**config.mk**
```make
export PLATFORM = sky130hd
export DESIGN_NAME = isolated_pixel_counter_core
export DESIGN_NICKNAME = d
export VERILOG_FILES = /design/src/hw/rtl/ipc_pkg.sv /design/src/hw/rtl/ipc_delay_cell.sv /design/src/hw/rtl/ipc_line_buffer.sv /design/src/hw/rtl/isolated_pixel_counter_core.sv
export SDC_FILE = /design/constraint.sdc
export NUM_CORES = 1
export LEC_CHECK = 0
export BUFFER_PORTS_ARGS = -buffer_cell sky130_fd_sc_hd__clkbuf_2
export CELL_PAD_IN_SITES_DETAIL_PLACEMENT = 0
export CELL_PAD_IN_SITES_GLOBAL_PLACEMENT = 1
export CORE_ASPECT_RATIO = 1.25
export CORE_UTILIZATION = 44
export DETAILED_ROUTE_END_ITERATION = 7
export HOLD_SLACK_MARGIN = 0.12
export PLACE_DENSITY = 0.67
export SLEW_MARGIN = 20
export SYNTH_ARGS = -nofsm -noshare
export SYNTH_HDL_FRONTEND = slang
export SYNTH_SLANG_ARGS = --single-unit
```
**constraint.sdc**
```tcl
create_clock -name aclk -period 14.42 [get_ports aclk]
set_input_delay 0.721 -clock aclk [delete_from_list [all_inputs] [get_ports aclk]]
set_output_delay 0.721 -clock aclk [all_outputs]
set_load 0.03 [all_outputs]
```
**src/hw/rtl/ipc_pkg.sv**
```systemverilog
`timescale 1ns / 1ps
// ----------------------------------------------------------------------------
// ipc_pkg
// Shared sizes, constants and helpers for the isolated pixel counter.
// ----------------------------------------------------------------------------
package ipc_pkg;

    // Largest frame geometry the line buffers are built for.
    localparam int unsigned MAX_ROWS = 128;
    localparam int unsigned MAX_COLS = 128;

    // Position counter widths.
    localparam int unsigned ROW_W = $clog2(MAX_ROWS);
    localparam int unsigned COL_W = $clog2(MAX_COLS);

    // Configuration port widths.
    localparam int unsigned CFG_INDEX_W = 8;
    localparam int unsigned CFG_DATA_W  = 8;

    // Result counter width and its saturation point.
    localparam int unsigned              COUNT_W   = 13;
    localparam logic [COUNT_W-1:0]       COUNT_MAX = '1;

    // Configuration register indexes.
    localparam logic [CFG_INDEX_W-1:0] CFG_FRAME_ROWS = CFG_INDEX_W'(0);
    localparam logic [CFG_INDEX_W-1:0] CFG_FRAME_COLS = CFG_INDEX_W'(1);

    // Turns a written geometry value into the index of the last row or
    // column. Zero is taken as one, and values above the limit as the limit.
    function automatic logic [CFG_DATA_W-1:0] geom_last(
        input logic [CFG_DATA_W-1:0] value,
        input int unsigned           limit
    );
        logic [CFG_DATA_W-1:0] result;
        if (value == '0) begin
            result = '0;
        end else if (32'(value) > limit) begin
            result = CFG_DATA_W'(limit - 1);
        end else begin
            result = value - CFG_DATA_W'(1);
        end
        return result;
    endfunction

endpackage

```
**src/hw/rtl/ipc_delay_cell.sv**
```systemverilog
`timescale 1ns / 1ps
// ----------------------------------------------------------------------------
// ipc_delay_cell
// One stage of a row delay line: holds one pixel and passes it on to the
// next stage each time a pixel is accepted.
// ----------------------------------------------------------------------------
module ipc_delay_cell
    import ipc_pkg::*;
(
    input  logic aclk,
    input  logic shift_en,
    input  logic pixel_in,
    output logic pixel_out
);

    logic pixel_reg;

    // The stored pixel moves on only when the stream advances.
    always_ff @(posedge aclk) begin
        if (shift_en) begin
            pixel_reg <= pixel_in;
        end
    end

    assign pixel_out = pixel_reg;

endmodule

```
**src/hw/rtl/ipc_line_buffer.sv**
```systemverilog
`timescale 1ns / 1ps
// ----------------------------------------------------------------------------
// ipc_line_buffer
// A chain of delay cells, one per column, that returns the pixel accepted
// exactly one frame row earlier. The tap moves with the configured width.
// ----------------------------------------------------------------------------
module ipc_line_buffer
    import ipc_pkg::*;
(
    input  logic             aclk,
    input  logic             shift_en,
    input  logic             pixel_in,
    input  logic [COL_W-1:0] tap_sel,
    output logic             pixel_out
);

    logic cell_q [MAX_COLS];

    // First cell takes the incoming pixel; every other cell takes its neighbor.
    for (genvar i = 0; i < MAX_COLS; i++) begin : g_cell
        if (i == 0) begin : g_head
            ipc_delay_cell u_cell (
                .aclk      (aclk),
                .shift_en  (shift_en),
                .pixel_in  (pixel_in),
                .pixel_out (cell_q[i])
            );
        end else begin : g_body
            ipc_delay_cell u_cell (
                .aclk      (aclk),
                .shift_en  (shift_en),
                .pixel_in  (cell_q[i-1]),
                .pixel_out (cell_q[i])
            );
        end
    end

    // Cell (width - 1) holds the pixel from width requests ago.
    assign pixel_out = cell_q[tap_sel];

endmodule

```
**src/hw/rtl/isolated_pixel_counter_core.sv**
```systemverilog
`timescale 1ns / 1ps
// ----------------------------------------------------------------------------
// isolated_pixel_counter_core
// Counts set pixels of a binary frame that have no set pixel among their
// eight neighbors, and reports the count once per frame.
// ----------------------------------------------------------------------------
// Usage:
//   Pixels enter on the s_ channel in raster order, one per request.
//   Frame height and width are written on the cfg_ port (index 0 = rows,
//   index 1 = columns, both 1 to 128; zero is taken as one, larger values
//   as 128). Any accepted write to index 0 or 1 restarts the frame.
//   On the request that carries the last pixel of a frame, one result with
//   the frame's isolated pixel count is issued on the m_ channel; it becomes
//   valid the cycle after that request. No other pixel issues a result.
//   Throughput is one pixel per cycle while s_ready is high: two chains of delay cells hold the
//   two previous rows and a 3x3 window is judged as each pixel arrives.
//   s_ready drops only while a result waits in the output register and
//   m_ready is low; the pixel offered then is held until the result leaves.
//   Reset (aresetn low at a clock edge) sets both dimensions to one and
//   starts a fresh frame; no clearing pass is needed.
// ----------------------------------------------------------------------------
module isolated_pixel_counter_core
    import ipc_pkg::*;
(
    input  logic                   aclk,
    input  logic                   aresetn,
    input  logic                   s_valid,
    output logic                   s_ready,
    input  logic                   s_pixel_is_star,
    output logic                   m_valid,
    input  logic                   m_ready,
    output logic [COUNT_W-1:0]     m_star_count,
    input  logic                   cfg_valid,
    output logic                   cfg_ready,
    input  logic [CFG_INDEX_W-1:0] cfg_index,
    input  logic [CFG_DATA_W-1:0]  cfg_data
);

    // Geometry, position and count registers.
    logic [ROW_W-1:0]   rows_last_reg;
    logic [COL_W-1:0]   cols_last_reg;
    logic [ROW_W-1:0]   row_pos_reg;
    logic [COL_W-1:0]   col_pos_reg;
    logic [COUNT_W-1:0] count_reg;
    logic               m_valid_reg;
    logic [COUNT_W-1:0] m_star_count_reg;

    // Window columns one and two back for the rows two back, one back, current.
    logic top_w1_reg, top_w2_reg;
    logic mid_w1_reg, mid_w2_reg;
    logic cur_w1_reg, cur_w2_reg;

    logic in_accept;
    logic cfg_write;
    logic row_end;
    logic frame_last_row;
    logic frame_end;
    logic line1_tap, line2_tap;
    logic top_new, mid_new, cur_new;
    logic iso_mid, iso_mid_edge, iso_cur, iso_cur_edge;
    logic [2:0]         inc;
    logic [COUNT_W:0]   sum;
    logic [COUNT_W-1:0] count_next;

    assign cfg_ready = 1'b1;
    assign cfg_write = cfg_valid
                       && ((cfg_index == CFG_FRAME_ROWS) || (cfg_index == CFG_FRAME_COLS));

    assign s_ready   = !m_valid_reg || m_ready;
    assign in_accept = s_valid && s_ready;

    assign row_end        = (col_pos_reg == cols_last_reg);
    assign frame_last_row = (row_pos_reg == rows_last_reg);
    assign frame_end      = row_end && frame_last_row;

    // Two row delay lines: one row back, then two rows back.
    ipc_line_buffer u_line1 (
        .aclk      (aclk),
        .shift_en  (in_accept),
        .pixel_in  (s_pixel_is_star),
        .tap_sel   (cols_last_reg),
        .pixel_out (line1_tap)
    );

    ipc_line_buffer u_line2 (
        .aclk      (aclk),
        .shift_en  (in_accept),
        .pixel_in  (line1_tap),
        .tap_sel   (cols_last_reg),
        .pixel_out (line2_tap)
    );

    // Rows above the frame read as empty; the delay lines are never cleared.
    assign cur_new = s_pixel_is_star;
    assign mid_new = line1_tap && (row_pos_reg >= ROW_W'(1));
    assign top_new = line2_tap && (row_pos_reg >= ROW_W'(2));

    // Pixel one row up and one column left, with all neighbors present.
    assign iso_mid = mid_w1_reg
                     && !(top_w2_reg || top_w1_reg || top_new)
                     && !(mid_w2_reg || mid_new)
                     && !(cur_w2_reg || cur_w1_reg || cur_new);

    // Pixel one row up in the last column: nothing to its right.
    assign iso_mid_edge = row_end && mid_new
                          && !(top_w1_reg || top_new)
                          && !mid_w1_reg
                          && !(cur_w1_reg || cur_new);

    // On the last row, the pixel one column left has nothing below it.
    assign iso_cur = frame_last_row && cur_w1_reg
                     && !(mid_w2_reg || mid_w1_reg || mid_new)
                     && !(cur_w2_reg || cur_new);

    // The very last pixel of the frame: nothing right of it or below it.
    assign iso_cur_edge = frame_end && cur_new
                          && !(mid_w1_reg || mid_new)
                          && !cur_w1_reg;

    // Add this request's finds to the running count, saturating.
    assign inc = 3'(iso_mid) + 3'(iso_mid_edge) + 3'(iso_cur) + 3'(iso_cur_edge);
    assign sum = {1'b0, count_reg} + (COUNT_W+1)'(inc);

    always_comb begin
        if (sum > {1'b0, COUNT_MAX}) begin
            count_next = COUNT_MAX;
        end else begin
            count_next = sum[COUNT_W-1:0];
        end
    end

    // Geometry, raster position, count and result handshake.
    always_ff @(posedge aclk) begin
        if (!aresetn) begin
            rows_last_reg <= '0;
            cols_last_reg <= '0;
            row_pos_reg   <= '0;
            col_pos_reg   <= '0;
            count_reg     <= '0;
            m_valid_reg   <= 1'b0;
        end else if (cfg_write) begin
            if (cfg_index == CFG_FRAME_ROWS) begin
                rows_last_reg <= ROW_W'(geom_last(cfg_data, MAX_ROWS));
            end else begin
                cols_last_reg <= COL_W'(geom_last(cfg_data, MAX_COLS));
            end
            row_pos_reg <= '0;
            col_pos_reg <= '0;
            count_reg   <= '0;
            if (m_valid_reg && m_ready) begin
                m_valid_reg <= 1'b0;
            end
        end else begin
            if (m_valid_reg && m_ready) begin
                m_valid_reg <= 1'b0;
            end
            if (in_accept) begin
                if (frame_end) begin
                    row_pos_reg <= '0;
                    col_pos_reg <= '0;
                    count_reg   <= '0;
                    m_valid_reg <= 1'b1;
                end else if (row_end) begin
                    row_pos_reg <= row_pos_reg + ROW_W'(1);
                    col_pos_reg <= '0;
                    count_reg   <= count_next;
                end else begin
                    col_pos_reg <= col_pos_reg + COL_W'(1);
                    count_reg   <= count_next;
                end
            end
        end
    end

    // Result payload is loaded with the final count of the frame.
    always_ff @(posedge aclk) begin
        if (in_accept && frame_end) begin
            m_star_count_reg <= count_next;
        end
    end

    // Window columns shift along the row and empty at the start of each row.
    always_ff @(posedge aclk) begin
        if (!aresetn || cfg_write) begin
            top_w1_reg <= 1'b0;
            top_w2_reg <= 1'b0;
            mid_w1_reg <= 1'b0;
            mid_w2_reg <= 1'b0;
            cur_w1_reg <= 1'b0;
            cur_w2_reg <= 1'b0;
        end else if (in_accept) begin
            if (row_end) begin
                top_w1_reg <= 1'b0;
                top_w2_reg <= 1'b0;
                mid_w1_reg <= 1'b0;
                mid_w2_reg <= 1'b0;
                cur_w1_reg <= 1'b0;
                cur_w2_reg <= 1'b0;
            end else begin
                top_w2_reg <= top_w1_reg;
                top_w1_reg <= top_new;
                mid_w2_reg <= mid_w1_reg;
                mid_w1_reg <= mid_new;
                cur_w2_reg <= cur_w1_reg;
                cur_w1_reg <= cur_new;
            end
        end
    end

    assign m_valid      = m_valid_reg;
    assign m_star_count = m_star_count_reg;

endmodule

```
; ---- Word-level counts from Yosys, hierarchy flattened
; Cells that the tools add are included.
[op_classes]
order_cmp = 5
reduce_logical = 53
add_sub_neg = 7
n_bitwise = 3
n_eq_ne = 3
muxes = 24
[op_table]
columns = operator, n
row1 = 7-bit 2-to-1 mux, 6
row2 = 13-bit 2-to-1 mux, 2
row3 = 1-bit logical AND, 20
row4 = 8-bit zero test, 2
row5 = 13-bit by 3-bit adder with 14-bit output, 1
row6 = "7-bit by 1-bit adder with 7-bit output, second input constant", 2
row7 = 1-bit binary-select mux with 7-bit select, 2
row8 = 7-bit == test, 2
row9 = "14-bit by 13-bit > comparator with 1-bit output, second input constant", 1
row10 = 1-bit logical OR, 14
row11 = 1-bit 2-to-1 mux, 14
row12 = 1-bit zero test, 12
row13 = "8-bit by 1-bit == test with 1-bit output, second input constant", 1
row14 = "8-bit >= comparator, second input constant", 1
row15 = "8-bit > comparator, second input constant", 1
row16 = 7-bit NOT with 8-bit output, 1
row17 = "7-bit by 1-bit >= comparator with 1-bit output, second input constant", 1
row18 = "7-bit by 2-bit >= comparator with 1-bit output, second input constant", 1
row19 = "7-bit by 1-bit subtractor with 7-bit output, second input constant", 1
row20 = 2-bit AND reduction, 3
row21 = 2-bit by 1-bit adder with 3-bit output, 1
row22 = 3-bit by 1-bit adder with 3-bit output, 1
row23 = 1-bit by 1-bit adder with 2-bit output, 1
row24 = 1-bit NOT, 2
row25 = 2 further kinds, 2
[word_totals]
ff_bits = 317
input_bits = 22
word_cells = 364

; ---- Depth between registers and ports, before layout
; Gate-level depths: netlist of run 1.
[logic_depth]
depth_word = 17
ltp_mapped = 21
depth_no_buf = 17

; ---- Cells and area by module
; From an unflattened synthesis of run 1, not the netlist that was laid out.
[hier_totals]
cells_unflattened = 780
hier_area_um2 = 13103.8
[by_module_without_submodules]
columns = module, cells_per_inst, area_each_um2, instances
row1 = ipc_delay_cell, 1, 30.0, 256
row2 = isolated_pixel_counter_core, 352, 3189.3, 1
row3 = ipc_line_buffer, 86, 1113.6, 2

; ---- Worst setup path after synthesis of run 1
; Ideal clock, no wire load.
[synth_timing]
path_type = input to register
startpoint = in m_ready
endpoint = reg row_pos_reg[5]
required_time_ns = 14.299
cell_stages = 8
setup_slack_ns = 4.534
path_buffers = 1
arrival_time_ns = 9.766
path_cell_list = nand2b_1 nand2_1 inv_1 clkbuf_1 and4_1 nand4_1 xor2_1 nor2_1
[synth_via]
elab_chain_cells = 3
[synth_lines]
columns = element, line_no
row1 = from (decl), isolated_pixel_counter_core.sv:31  ; input logic m_ready,
row2 = 1-bit logical OR, isolated_pixel_counter_core.sv:69  ; assign s_ready = !m_valid_reg || m_ready;
row3 = 1-bit logical AND, isolated_pixel_counter_core.sv:70  ; assign in_accept = s_valid && s_ready;
row4 = net in_accept, isolated_pixel_counter_core.sv:53  ; logic in_accept;
row5 = 2-bit AND reduction (no source line), n/a
row6 = to (signal assigned), isolated_pixel_counter_core.sv:164  ; row_pos_reg <= row_pos_reg + ROW_W'(1);
row7 = to (decl), isolated_pixel_counter_core.sv:42  ; logic [ROW_W-1:0] row_pos_reg;
; The timed path passes the listed nets, and every way through them passes these cells.
; A chain may end at the register's enable or synchronous reset.

; ---- Final worst setup path of run 1
[layout_timing]
startpoint = reg cols_last_reg[1]
endpoint = reg count_reg[10]
[layout_rtl]
columns = element, line_no
row1 = from (decl), isolated_pixel_counter_core.sv:41  ; logic [COL_W-1:0] cols_last_reg;
row2 = from (signal assigned), isolated_pixel_counter_core.sv:145  ; cols_last_reg <= COL_W'(geom_last(cfg_data, MAX_COLS));
row3 = 7-bit NOT with 8-bit output (not written as such) (*), ipc_line_buffer.sv:39  ; assign pixel_out = cell_q[tap_sel];
row4 = 1-bit binary-select mux with 7-bit select (*), ipc_line_buffer.sv:39
row5 = 1-bit 2-to-1 mux (not written as such) (*) (2 in series), ipc_line_buffer.sv:39
row6 = net line1_tap, isolated_pixel_counter_core.sv:58  ; logic line1_tap, line2_tap;
row7 = 1-bit logical AND (*), isolated_pixel_counter_core.sv:95  ; assign mid_new = line1_tap && (row_pos_reg >= ROW_W'(1));
row8 = 1-bit logical OR or 1-bit logical AND (tied branches), "isolated_pixel_counter_core.sv:101, isolated_pixel_counter_core.sv:105"
row9 = 1-bit zero test or 1-bit logical AND (tied branches), "isolated_pixel_counter_core.sv:101, isolated_pixel_counter_core.sv:106"
row10 = "1-bit logical AND, on equally long branches", "isolated_pixel_counter_core.sv:101, isolated_pixel_counter_core.sv:107"
row11 = "1-bit logical AND, on equally long branches", "isolated_pixel_counter_core.sv:102, isolated_pixel_counter_core.sv:108"
row12 = 1-bit by 1-bit adder with 2-bit output, isolated_pixel_counter_core.sv:121  ; assign inc = 3'(iso_mid) + 3'(iso_mid_edge) + 3'(iso_cur) + 3'(iso_cur_edge);
row13 = 2-bit by 1-bit adder with 3-bit output, isolated_pixel_counter_core.sv:121
row14 = 3-bit by 1-bit adder with 3-bit output (*), isolated_pixel_counter_core.sv:121
row15 = 13-bit by 3-bit adder with 14-bit output (*), isolated_pixel_counter_core.sv:122  ; assign sum = {1'b0, count_reg} + (COUNT_W+1)'(inc);
row16 = 14-bit by 13-bit > comparator with 1-bit output, isolated_pixel_counter_core.sv:125  ; if (sum > {1'b0, COUNT_MAX}) begin
row17 = 13-bit 2-to-1 mux (*), isolated_pixel_counter_core.sv:125
row18 = net count_next[10], isolated_pixel_counter_core.sv:63  ; logic [COUNT_W-1:0] count_next;
row19 = 13-bit 2-to-1 mux (*), isolated_pixel_counter_core.sv:158  ; if (frame_end) begin
row20 = to (signal assigned), isolated_pixel_counter_core.sv:166  ; count_reg <= count_next;
row21 = to (signal assigned), isolated_pixel_counter_core.sv:169  ; count_reg <= count_next;
row22 = to (decl), isolated_pixel_counter_core.sv:44  ; logic [COUNT_W-1:0] count_reg;
; The timed path passes the listed nets; every way through them passes the cells marked *. The select of a mux whose other input is x is not followed.

==> reports/metrics.yaml, run 1 <==
run_status:
  status: "completed"
die:
  die_y_um: 194
  core-area_um2: 29200
  die_w_um: 156
  dieArea_um2: 30300
  start_util_pct: 44.7
  rows: 70
  io_pins: 38
global_route:
  grt_pass1_vias: 7571
  grt_overflow_total: 0
  antenna_found_initial: 0
  grt_pass1_wl_um: 42200
  grt_max_degree: 102
  grt_usage_pct: 17.9
timing:
  rsz0062_at_grt: "false"
  layout_setup_ws_ns: 7.68
  fmax_ghz: 0.148
  setup_viol: 0
  period_share_pct: 46.7
  fin_crit_ns: 6.74
  worst_slew_pin_slew_ns: 0.999
  finalMaxSlewViolations: 0
  hold_viol_final: 0
  setup_tns_ns: 0
  relSlewSlack_pct: 33.4
  fin_skew_ns: 0.0202
worst_setup_path:
  r2r_start: "cols_last_reg[1]"
  path_buf_inv: 1
  crit_arrival_ns: 7.17
  timing.critical_path.mode_cell: "fa_1"
  path_class: "reg2reg"
  r2r_slack_ns: 7.68
  endpoint_kind: "flop"
  crit_start: "cols_last_reg[1]"
  path_max_fanout: 56
  cp.required_ns: 14.85
  crit_family: "compound AO/OA/AOI/OAI gates"
  startpoint_type: "flop"
  slowest_delay_ns: 0.83
  cpMaxStageDelayCell: "a2111oi_0"
  path_cells: "buf_4 -> mux4_2 -> a311o_1 -> a31o_1 -> o311ai_2 -> nor4_2 -> a2111oi_2 -> nand4_1 -> fa_1 -> fa_1 -> nand2b_1 -> a2111oi_0 -> and3_1 -> nand3_1 -> nand2_1 -> a22oi_1 -> nor2_1"
clock_tree:
  cts_made_buffers: 34
  clk_pin_slew_worst_paths_ns: 0.06
  clkLatencyLatePin_ns: 0.52
  cts_buffer_depth: 3
  cts-htree-levels: 2
  post_cts_buffers: 0
  cts-hold-fix-buffers: 0
  clock_sinks: 317
  cts_resized: 0
  cts_tree: "done"
  clockRootBuffer: "clkbuf_16"
power_and_ir_drop:
  p_per_area_nw_per_um2: 137
  ir_drop_uv: 75.0
  power_mw: 2.00
  p_sw_share_pct: 22.0
  power_frac_seq_pct: 55.2
  netSwitchingPower_mw: 0.440
  p_comb_share_pct: 4.6
  internal-power_mw: 1.56
  leakage_nw: 4.91
  power.share.clock_pct: 40.2
final_layout:
  nNetsFinal: 896
  syn_to_final_growth_pct: 12.4
  drive_above_1_share_pct: 15.7
  post-route-util_pct: 50.3
  fillers: 2417
  multiInputGateArea_um2: 3760
  antenna_cells: 0
  seq_area_um2: 9040
yosys:
  ys_seq_area_share_pct: 69.3
  synth-async-reset-ratio_pct: 0
  synth_area_um2: 13000
  ys_warn_count: 0
  ys_types: 61
  ys_ff_latch: 317
  synth.net_count: 853
  postSynthAreaPerCell_um2: 15.9
  synthCells: 821
  synth_edf_count: 269
  synth-main-ff-cell: "edfxtp_1"
place:
  dp_hpwl_um: 16400
  place.gp.congestion: 0.793
  dp_slack_ns: 7.58
  io_buffers: 36
drt:
  ant_nets: 0
  num_vias: 7159
  avgRoutedWirePerCell_um: 20.2
  drc_errors: 0
  vias_per_cell: 5.57
  drt_iter0_markers: 594
  drt_first_pass_iters: 5
  routed_wl_um: 26000
worst_hold_path:
  worstHoldStart: "u_line2.g_cell[2].g_body.u_cell.pixel_out"
  hold_path_class: "reg2reg"
run:
  maxCapViolCount: 0
-- kinds of logic (layout without fill, tap and decap cells) --
| family | count (synthesis) | in the layout | share of synthesized area, % |
|---|---|---|---|
| multiplexers | 102 | 102 | 11.8 |
| AO/OA/AOI/OAI | 95 | 95 | 5.45 |
| adder cells (fa/ha/maj) | 11 | 11 | 1.21 |
| other | 1 | 1 | 0.0288 |
| XOR/XNOR | 37 | 37 | 2.49 |
| flip-flops | 317 | 317 | 69.3 |
| buffers and inverters | 54 | 123 | 1.89 |
| AND/OR/NAND/NOR | 204 | 204 | 7.83 |
-- power groups by stage --
stage | sequential [mW] | clock, mW | combinational (mW)
2_1_floorplan | 1.13 | 0 | 0.0569
3_3_place_gp | 1.12 | 0 | 0.0896
3_5_place_dp | 1.12 | 0 | 0.0927
4_1_cts | 1.11 | 0.829 | 0.0925
5_1_grt | 1.11 | 0.865 | 0.101
6_report | 1.11 | 0.807 | 0.0922
-- cells in the mapped netlist (all sizes together) (2+ instances only) --
cell type  instances  share of area, %
edfxtp           269                62
mux2i             59               4.5
nand2             52               1.5
nor2              49               1.4
dfxtp             48               7.4
mux4              40               7.0
a22oi             37               2.1
nand3             25              0.96
buf               21              0.94
xor2              21               1.4
clkbuf            18              0.52
nor2b             17              0.82
xnor2             16               1.1
inv               15              0.43
a21oi             11              0.42
and3              10              0.48
nor4               9              0.48
nand4              8              0.38
ha                 7              0.67
nor3               6              0.23
o211a              6              0.46
o21ai              6              0.23
a2111oi            5              0.38
a211oi             5              0.29
a31oi              5              0.24
and2               4              0.19
nand2b             4              0.19
a21o               3              0.17
and4               3              0.20
fa                 3              0.46
mux2               3              0.26
nand3b             3              0.17
nand4b             3              0.20
o2111ai            3              0.20
o22ai              3              0.14
or3                3              0.14
nor3b              2              0.12
o211ai             2              0.12
or2                2             0.096
-- metal layers --
| metal | vias up | routed length, um | GRT usage, % |
|---|---|---|---|
| met1 | 3654 | 11100 | 23.4 |
| met4 | 0 | 544 | 4.94 |
| met2 | 170 | 13200 | 30.5 |
| li1 | 3292 | - | - |
| met5 | - | 0 | 0 |
| met3 | 43 | 1110 | 3.26 |
-- stage by stage --
| stage | instance area (um^2) | instances | hold WS [ns] |
|---|---|---|---|
| after global routing | 14700 | 1286 | 0.452 |
| after floorplan | 13000 | 821 | 0.417 |
| final | 14700 | 1286 | 0.439 |
| after global placement | 13600 | 1223 | 0.426 |
| after detailed placement | 13600 | 1223 | 0.428 |
| after CTS | 14600 | 1285 | 0.439 |
-- cells in the final DEF (no fill, tap or decap), types with 16 or more instances in the layout --
master and count:
mux4_2 37, clkbuf_2 36, xor2_1 21, nor2b_1 17
nand3_1 25, dfxtp_1 46, mux2i_1 59, nor2_1 49
edfxtp_1 269, xnor2_1 16, a22oi_1 37, nand2_1 52
clkbuf_16 34
-- cell type report --
class	instances	share of cell area, %
Sequential cell	317	61.7
Multi-Input combinational cell	450	25.6
Clock buffer	48	6.16
Tap cell	396	3.38
Timing Repair Buffer	46	1.88
Clock inverter	14	0.802
Inverter	15	0.435
-- path summary, 6_finish.rpt --
check | cells after the start | end
max reg2reg | 17 | count_reg[10]
min reg2reg | 0 | u_line2.g_cell[3].g_body.u_cell.pixel_out
min | 0 | u_line2.g_cell[3].g_body.u_cell.pixel_out
max | 17 | count_reg[10]
Power figures use the tool's default switching activity.
==> run 2: changes to the inputs <==
==> constraint.sdc (replaced) <==
create_clock -name aclk -period 6.3 [get_ports aclk]
set_input_delay 0.315 -clock aclk [delete_from_list [all_inputs] [get_ports aclk]]
set_output_delay 0.315 -clock aclk [all_outputs]
set_load 0.03 [all_outputs]
==> run 2 against run 1 <==
Count of clock-buffer cells in the layout is 5 lower. Die area stayed put. Sequential power is 130% higher. Sequential share of layout area is 0.71 points lower. Total power is 140% higher. First-iteration DRC count is 5.4% lower. Combinational power is 130% higher. Critical path depth is 1 higher. Final cell count is 0.39% higher. Final area is 1.2% higher. Routed wire length is 3.1% higher. Clock power grew to 2.5 times the previous value.
==> reports/metrics.yaml, run 2 (same netlist as run 1, synthesis figures left out) <==
run_status:
  status: "completed"
drt:
  routed_wl_um: 26800
  vias_per_cell: 5.62
  drc_errors: 0
  drt_iter0_markers: 562
  drt_first_pass_iters: 4
  ant_nets: 0
  avgRoutedWirePerCell_um: 20.8
  num_vias: 7250
clock_tree:
  cts_made_buffers: 35
  clock_sinks: 317
  clkLatencyLatePin_ns: 0.51
  cts_tree: "done"
  clockRootBuffer: "clkbuf_16"
  post_cts_buffers: 0
  clk_pin_slew_worst_paths_ns: 0.06
  cts-htree-levels: 2
  cts_buffer_depth: 3
place:
  io_buffers: 36
  dp_hpwl_um: 17000
  dp_slack_ns: 0.261
  place.gp.congestion: 0.842
timing:
  setup_viol: 0
  fin_crit_ns: 5.74
  period_share_pct: 91.0
  fin_skew_ns: 0.0141
  hold_viol_final: 0
  fmax_ghz: 0.174
  layout_setup_ws_ns: 0.565
  relSlewSlack_pct: 28.0
  rsz0062_at_grt: "false"
  setup_tns_ns: 0
  whs_ns: 0.174
  worst_slew_pin_slew_ns: 1.08
  finalMaxSlewViolations: 0
final_layout:
  antenna_cells: 0
  final_common_cell: "edfxtp_1"
  layout_common_cells: "269 x edfxtp_1, 59 x mux2i_1, 52 x nand2_1, 49 x nor2_1, 46 x dfxtp_1"
  syn_to_final_growth_pct: 13.7
  nNetsFinal: 904
  drive_above_1_share_pct: 17.0
die:
  start_util_pct: 44.7
  io_pins: 38
  rows: 70
  die_w_um: 156
  core-area_um2: 29200
  die_y_um: 194
  dieArea_um2: 30300
power_and_ir_drop:
  p_per_area_nw_per_um2: 322
  ir_drop_uv: 283
  p_sw_share_pct: 21.2
  leakage_nw: 5.02
  netSwitchingPower_mw: 1.01
  p_comb_share_pct: 4.4
  internal-power_mw: 3.76
  power.share.clock_pct: 42.5
  power_frac_seq_pct: 53.1
worst_setup_path:
  startpoint_type: "flop"
  path_class: "reg2reg"
  crit_arrival_ns: 6.16
  endpoint_kind: "flop"
  path_max_fanout: 38
  cp.required_ns: 6.73
  r2r_slack_ns: 0.56
global_route:
  grt_overflow_total: 0
  grt_max_degree: 144
  antenna_found_initial: 0
  grt_usage_pct: 18.2
  grt_pass1_wl_um: 43100
  grt_pass1_vias: 7687
worst_hold_path:
  hold_path_class: "in2reg"
run:
  maxCapViolCount: 0
==> run 2: cell count changes in the layout (fill, tap and decap cells not counted), sizes merged <==
cell         change
bufinv           +3
clkbuf           -5
dlygate4sd3      +1
clkinvlp         -1
clkinv           +3
buf              +6
inv              -2
==> run 2: worst max-delay path: stages, from the launching register on <==
cell       delay [ns]
dfxtp_4          0.76
buf_4            0.37
mux2i_1          0.21
a22oi_1          0.10
and3_1           0.21
a31oi_1          0.28
a2111oi_0        0.17
a211oi_1         0.54
nand4_1          0.21
fa_1             0.54
fa_1             0.47
nand2b_1         0.21
a2111oi_0        0.41
buf_4            0.20
and3_1           0.18
nand3_1          0.33
nand2_1          0.23
a22oi_1          0.09
nor2_1           0.11
==> run 2: path summary, 6_finish.rpt <==
kind                                                                   end  depth (start not counted)                                        from
worst max-delay path                                          count_reg[1]                         18                            cols_last_reg[1]
worst min-delay path                                               m_valid                          3                                     m_ready
worst max register to register                                count_reg[1]                         18                            cols_last_reg[1]
worst min register to register  u_line1.g_cell[15].g_body.u_cell.pixel_out                          0  u_line1.g_cell[14].g_body.u_cell.pixel_out
==> run 2: power groups by stage <==
stage	Sequential, mW	Clock (mW)	Combinational (mW)
after CTS	2.53	2.07	0.215
final	2.53	2.03	0.211
after global placement	2.56	0	0.208
after floorplan	2.57	0	0.130
after global routing	2.55	2.14	0.231
after detailed placement	2.57	0	0.213
==> run 2: per-stage QoR <==
step | total power [mW] | cell area (um^2) | std cells | utilization [%]
final | 4.77 | 14800 | 1291 | 50.8
after global routing | 4.92 | 14800 | 1291 | 50.8
after CTS | 4.82 | 14800 | 1291 | 50.8
after detailed placement | 2.78 | 13700 | 1230 | 46.9
after global placement | 2.77 | 13700 | 1230 | 46.9
after floorplan | 2.70 | 13000 | 821 | -
==> run 2: per-layer routing <==
metal	vias to the layer above	track usage (%)	wire, um	part of all wire (%)
li1	3299	-	-	-
met1	3742	23.6	11500	43
met2	162	31.1	13600	51
met3	47	3.17	1070	4.0
met4	0	5.88	622	2.3
met5	-	0	0	0
==> run 2: layout make-up <==
cell class / instances / area [um^2]
inverter: 15 / 63.8
tap: 396 / 495
multi-input combinational: 450 / 3760
sequential: 317 / 9050
fill: 2449 / 14300
timing repair buffer: 53 / 335
clock buffer: 43 / 948
clock inverter: 17 / 184
==> run 2: repair_timing <==
action / 4_1_cts / 5_1_grt
hold buffers: 1 / 0
endpoints found under the setup margin: 0 / 2
endpoints found under the hold margin: 1 / 0
resized for setup: 0 / 1
